### config.mk
export PLATFORM = sky130hd
export DESIGN_NAME = bmhq_front
export DESIGN_NICKNAME = d
export VERILOG_FILES = /design/src/hdl/bmhq_pkg.sv /design/src/hdl/bmhq_front.sv
export SDC_FILE = /design/constraint.sdc
export NUM_CORES = 1
export LEC_CHECK = 0
export BUFFER_PORTS_ARGS = -buffer_cell sky130_fd_sc_hd__buf_4
export CAP_MARGIN = 20
export CORE_AREA = 2 2 76 132
export DETAILED_ROUTE_END_ITERATION = 8
export DIE_AREA = 0 0 78 134
export SETUP_SLACK_MARGIN = 0.02
export SLEW_MARGIN = 15
export SYNTH_ARGS = -nofsm -noshare
export SYNTH_HDL_FRONTEND = slang
export SYNTH_SLANG_ARGS = --single-unit
### constraint.sdc
create_clock -name clk_i -period 3.7 [get_ports clk_i]
set_input_delay 0.185 -clock clk_i [delete_from_list [all_inputs] [get_ports clk_i]]
set_output_delay 0.185 -clock clk_i [all_outputs]
set_load 0.1 [all_outputs]
### src/hdl/bmhq_pkg.sv
// ----------------------------------------------------------------------------
// bmhq_pkg
// Shared types and codes of the binary min-heap queue: request and result
// payloads, the classified command passed from front to engine, engine states.
// ----------------------------------------------------------------------------
package bmhq_pkg;

  typedef enum logic {
    MODE_PUSH = 1'b0,
    MODE_POP  = 1'b1
  } mode_e;

  typedef enum logic [1:0] {
    STATUS_OK        = 2'd0,
    STATUS_POP_EMPTY = 2'd1,
    STATUS_PUSH_FULL = 2'd2
  } status_e;

  typedef enum logic [1:0] {
    OP_PUSH,
    OP_POP,
    OP_NONE
  } op_e;

  typedef enum logic [2:0] {
    ST_IDLE,
    ST_UP,
    ST_LOAD,
    ST_DOWN,
    ST_FINAL
  } eng_state_e;

  typedef struct packed {
    mode_e              mode;
    logic signed [31:0] key_in;
  } in_item_t;

  typedef struct packed {
    logic signed [31:0] top_key;
    logic               top_valid;
    logic [10:0]        entry_count;
    status_e            status;
  } out_item_t;

  // Classified command from front to engine.
  typedef struct packed {
    op_e     op;
    status_e status;
  } cmd_t;

endpackage

### src/hdl/bmhq_front.sv
// ----------------------------------------------------------------------------
// bmhq_front
// Accepts requests, classifies them against a predicted fill level and holds
// them in a two-entry command queue for the engine.
// ----------------------------------------------------------------------------
module bmhq_front #(
  parameter int CAPACITY  = 1024,
  parameter int KEY_WIDTH = 32
) (
  input  logic                   clk_i,
  input  logic                   rst_ni,
  input  logic                   push_i,
  input  bmhq_pkg::in_item_t     in_item_i,
  output logic                   full_o,
  output logic                   cmd_valid_o,
  output bmhq_pkg::cmd_t         cmd_o,
  output logic [KEY_WIDTH-1:0]   cmd_key_o,
  input  logic                   cmd_take_i
);
  import bmhq_pkg::*;

  localparam int CNT_W = $clog2(CAPACITY + 1);

  cmd_t                 q_cmd_q [2];
  logic [KEY_WIDTH-1:0] q_key_q [2];
  logic                 wr_ptr_q, rd_ptr_q;
  logic [1:0]           q_cnt_q, q_cnt_d;
  logic [CNT_W-1:0]     pred_cnt_q, pred_cnt_d;
  logic                 accept;
  cmd_t                 new_cmd;
  logic [KEY_WIDTH-1:0] new_key;

  assign full_o      = (q_cnt_q == 2'd2);
  assign accept      = push_i && !full_o;
  assign cmd_valid_o = (q_cnt_q != 2'd0);
  assign cmd_o       = q_cmd_q[rd_ptr_q];
  assign cmd_key_o   = q_key_q[rd_ptr_q];
  assign new_key     = KEY_WIDTH'(in_item_i.key_in);

  // Classify against the fill level the heap will have once earlier requests land
  always_comb begin
    new_cmd    = '{op: OP_NONE, status: STATUS_OK};
    pred_cnt_d = pred_cnt_q;
    if (in_item_i.mode == MODE_PUSH) begin
      if (pred_cnt_q == CNT_W'(CAPACITY)) begin
        new_cmd.status = STATUS_PUSH_FULL;
      end else begin
        new_cmd.op = OP_PUSH;
        pred_cnt_d = pred_cnt_q + 1'b1;
      end
    end else begin
      if (pred_cnt_q == '0) begin
        new_cmd.status = STATUS_POP_EMPTY;
      end else begin
        new_cmd.op = OP_POP;
        pred_cnt_d = pred_cnt_q - 1'b1;
      end
    end
  end

  assign q_cnt_d = 2'(q_cnt_q + {1'b0, accept} - {1'b0, cmd_take_i});

  always_ff @(posedge clk_i or negedge rst_ni) begin
    if (!rst_ni) begin
      wr_ptr_q   <= 1'b0;
      rd_ptr_q   <= 1'b0;
      q_cnt_q    <= '0;
      pred_cnt_q <= '0;
    end else begin
      q_cnt_q <= q_cnt_d;
      if (accept) begin
        wr_ptr_q   <= !wr_ptr_q;
        pred_cnt_q <= pred_cnt_d;
      end
      if (cmd_take_i) begin
        rd_ptr_q <= !rd_ptr_q;
      end
    end
  end

  always_ff @(posedge clk_i) begin
    if (accept) begin
      q_cmd_q[wr_ptr_q] <= new_cmd;
      q_key_q[wr_ptr_q] <= new_key;
    end
  end

endmodule

==> Flow_metrics.wiki <==
{| class="wikitable"
! Metric !! Value
|-
| Outcome || finished clean
|-
| Gpl congestion || 0.813
|-
| Clock tree skew after final layout || 0.00515 ns
|-
| Syn. warnings || 0
|-
| Flip-flop and latch count after synthesis || 87
|-
| Gate count of the mapped netlist || 231
|-
| Total CTS buffers || 9
|-
| Biggest cell delay along the critical path || 0.54 ns
|-
| Final global-route overflow total || 0
|-
| Number of levels in the clock H-tree || 3
|-
| Dominant cells by area after synthesis || sky130_fd_sc_hd__edfxtp_1, sky130_fd_sc_hd__mux2_2, sky130_fd_sc_hd__dfrtp_1, sky130_fd_sc_hd__ha_1, sky130_fd_sc_hd__xnor2_1
|-
| Setup violations, final || 0
|-
| Share of the clock period used by the worst path after layout || 61.7%
|-
| Kind of critical path || flip-flop to flip-flop
|-
| Data required time at the worst endpoint || 3.72 ns
|-
| Global-route wire length before repair || 10.9 mm
|-
| Later-pin clock latency in the skew report || 0.33 ns
|-
| Maximum number of pins on one net before global-route repair || 37
|-
| Fraction of final layout cells with drive strength greater than 1 || 42.1%
|-
| Starting DRC count in detailed routing || 110
|-
| # diodes || 0
|-
| Detailed Routing Iterations Pass 1 || 5
|-
| # Max-Cap Violations || 0
|-
| Total wirelength of the detailed-routed design || 6.72 mm
|-
| Starting Density || 39.1%
|-
| Average cell area after synthesis || 15.9 µm²
|-
| Gr usage total || 13.8%
|-
| Relative slew slack || 39.9%
|-
| Wire length per cell || 15.3 µm
|-
| Commonest cells after routing, fill and taps aside || sky130_fd_sc_hd__buf_4, sky130_fd_sc_hd__edfxtp_1, sky130_fd_sc_hd__mux2_2
|-
| Worst setup SP type || flip-flop
|-
| Slew @ Worst Pin || 0.901 ns
|-
| Standard cell area after detailed placement || 0.00438 mm²
|-
| Worst-path clk slew || 0.06 ns
|-
| Synth Cell Area || 0.00368 mm²
|-
| Number of port buffers || 74
|-
| Number of top-level pins || 75
|-
| Total vias in the final route || 2,137
|-
| Crit-path cells || nand2b_1 > and2_1 > clkinv_1 > nor2_4 > buf_4
|-
| Root Buffer || sky130_fd_sc_hd__clkbuf_16
|-
| Final worst path period need || 2.28 ns
|-
| Max stage delay cell, worst path || sky130_fd_sc_hd__nor2_4
|-
| DIE AREA || 0.0105 mm²
|-
| Clock tree from TritonCTS || yes
|-
| Final hold violation count || 0
|-
| Largest fanout of any net on the critical path || 20
|-
| Fraction of post-synthesis cell area in the top cell type by area || 58.8%
|-
| Area grow syn2layout || 27.8%
|-
| HP Class || input port to flip-flop
|-
| Via count normalized by instance count || 4.86
|-
| Total non-filler cell area in the finished layout || 0.00470 mm²
|-
| Floorplan row count || 47
|-
| Chip Width || 78 µm
|-
| RSZ-0062 raised after global routing || false
|-
| Height of the chip || 134 µm
|-
| Deepest clock path buffer count || 2
|-
| Number of instances resized during post-cts repair || 0
|-
| Number of slew-limit violations in the final report || 0
|-
| Data arrival time of the critical path || 2.30 ns
|-
| Total nets after synthesis || 280
|-
| Number of distinct library cells after synthesis || 38
|-
| Number of global-route vias before repair || 2,261
|-
| Total negative slack for setup checks || 0 ns
|-
| # nets final || 362
|-
| Fraction of the core area covered by cells at the end of the flow || 50.0%
|-
| HPWL after DPL || 4.72 mm
|-
| Worst setup EP type || flip-flop
|-
| Maximum clock frequency || 438 MHz
|-
| Clock sinks || 87
|-
| Number of DRC violations after detailed routing || 0
|-
| Cell type contributing the most total cell area after synthesis || sky130_fd_sc_hd__edfxtp_1
|-
| Antenna violation net count after detailed routing || 0
|-
| Antenna violations before repair || 0
|-
| Most frequent standard cell in the layout excluding fill and tap cells || sky130_fd_sc_hd__buf_4
|-
| Sequential element share of the synthesized area || 69.0%
|-
| Placeable core area || 0.00941 mm²
|}
==> critical path: cells and delay by family, from the launching register on <==
kind	cells	cell delay [ns]
and+or+nand+nor	3	0.91
buffers and inverters	2	0.64
DFF	1	0.40
==> cell families (layout without fill, tap and decap cells) <==
group | after synthesis | in the layout | synth area share [%]
xor gates and xnor gates | 13 | 13 | 3.10
AOI/OAI and AO/OA | 30 | 30 | 5.37
and+or+nand+nor | 39 | 39 | 5.34
adders and majority gates | 12 | 12 | 4.29
muxes | 37 | 37 | 11.3
buffers and inverters | 13 | 100 | 1.63
DFF | 87 | 87 | 69.0
==> area by class of cell <==
cell class / count / area, µm²
clock buffer: 13 / 293
clock inverter: 3 / 21.3
fill: 854 / 4710
inverter: 7 / 26.3
multi-input combinational: 131 / 1090
sequential: 87 / 2540
tap: 122 / 153
timing repair buffer: 77 / 581
==> state kept, by name, indices dropped and copies added (netlist names) <==
register	count
wr_ptr_q	1
q_cnt_q	2
rd_ptr_q	1
q_cmd_q	8
pred_cnt_q	11
q_key_q	64
==> worst paths after layout <==
path                               start             end  slack, ns  cells after the start
hold / removal             in_item_i[22]  q_key_q[0][22]       0.04                      1
max in group asynchronous         rst_ni   pred_cnt_q[6]       3.28                      2
min in group asynchronous         rst_ni   pred_cnt_q[5]       0.24                      2
setup / recovery              q_cnt_q[1]   q_cmd_q[0][1]       1.42                      5
hold reg to reg               q_cnt_q[1]      q_cnt_q[1]       0.52                      1
setup reg to reg              q_cnt_q[1]   q_cmd_q[0][1]       1.42                      5
==> repair_timing <==
item | in CTS | in global routing
endpoints found under the hold margin | 15 | 0
setup buffers | 0 | 0
hold buffers | 1 | 0
==> per-stage QoR <==
stage | std cells | hold WS [ns] | worst slack (ns)
2_1_floorplan | 231 | -0.111 | 0.793
3_3_place_gp | 423 | 0.0544 | 1.41
3_5_place_dp | 423 | 0.0567 | 1.38
4_1_cts | 440 | 0.0239 | 1.36
5_1_grt | 440 | 0.0208 | 1.20
6_report | 440 | 0.0369 | 1.42
==> synth_stat cells, drive strengths merged <==
cell type and n:
mux2i 1, edfxtp 72, and3 1, and4 1
ha 11, a21o 3, nor3 2, xnor2 8
xor2 5, nor4 3, a211o 1, mux2 36
a311o 1, and2 2, o31ai 1, clkbuf 2
nor2b 1, o221ai 1, nand2 14, nor2 6
clkinv 1, fa 1, o211a 1, nand2b 2
o21a 1, inv 6, a31oi 1, a21oi 8
buf 4, dfrtp 15, nand3 5, nor3b 1
or2 1, o21ai 12
==> metal layers <==
layer / routed length (µm) / part of all wire, % / global-route usage [%]
met5: 0 / 0 / 0
met4: 156 / 2.3 / 6.14
met3: 282 / 4.2 / 3.57
met2: 3770 / 56 / 25.3
met1: 2510 / 37 / 14.6
Power is left out: the tool's default activity adds up to more than one toggle a clock period on the data nets, which glitch-free logic cannot reach.
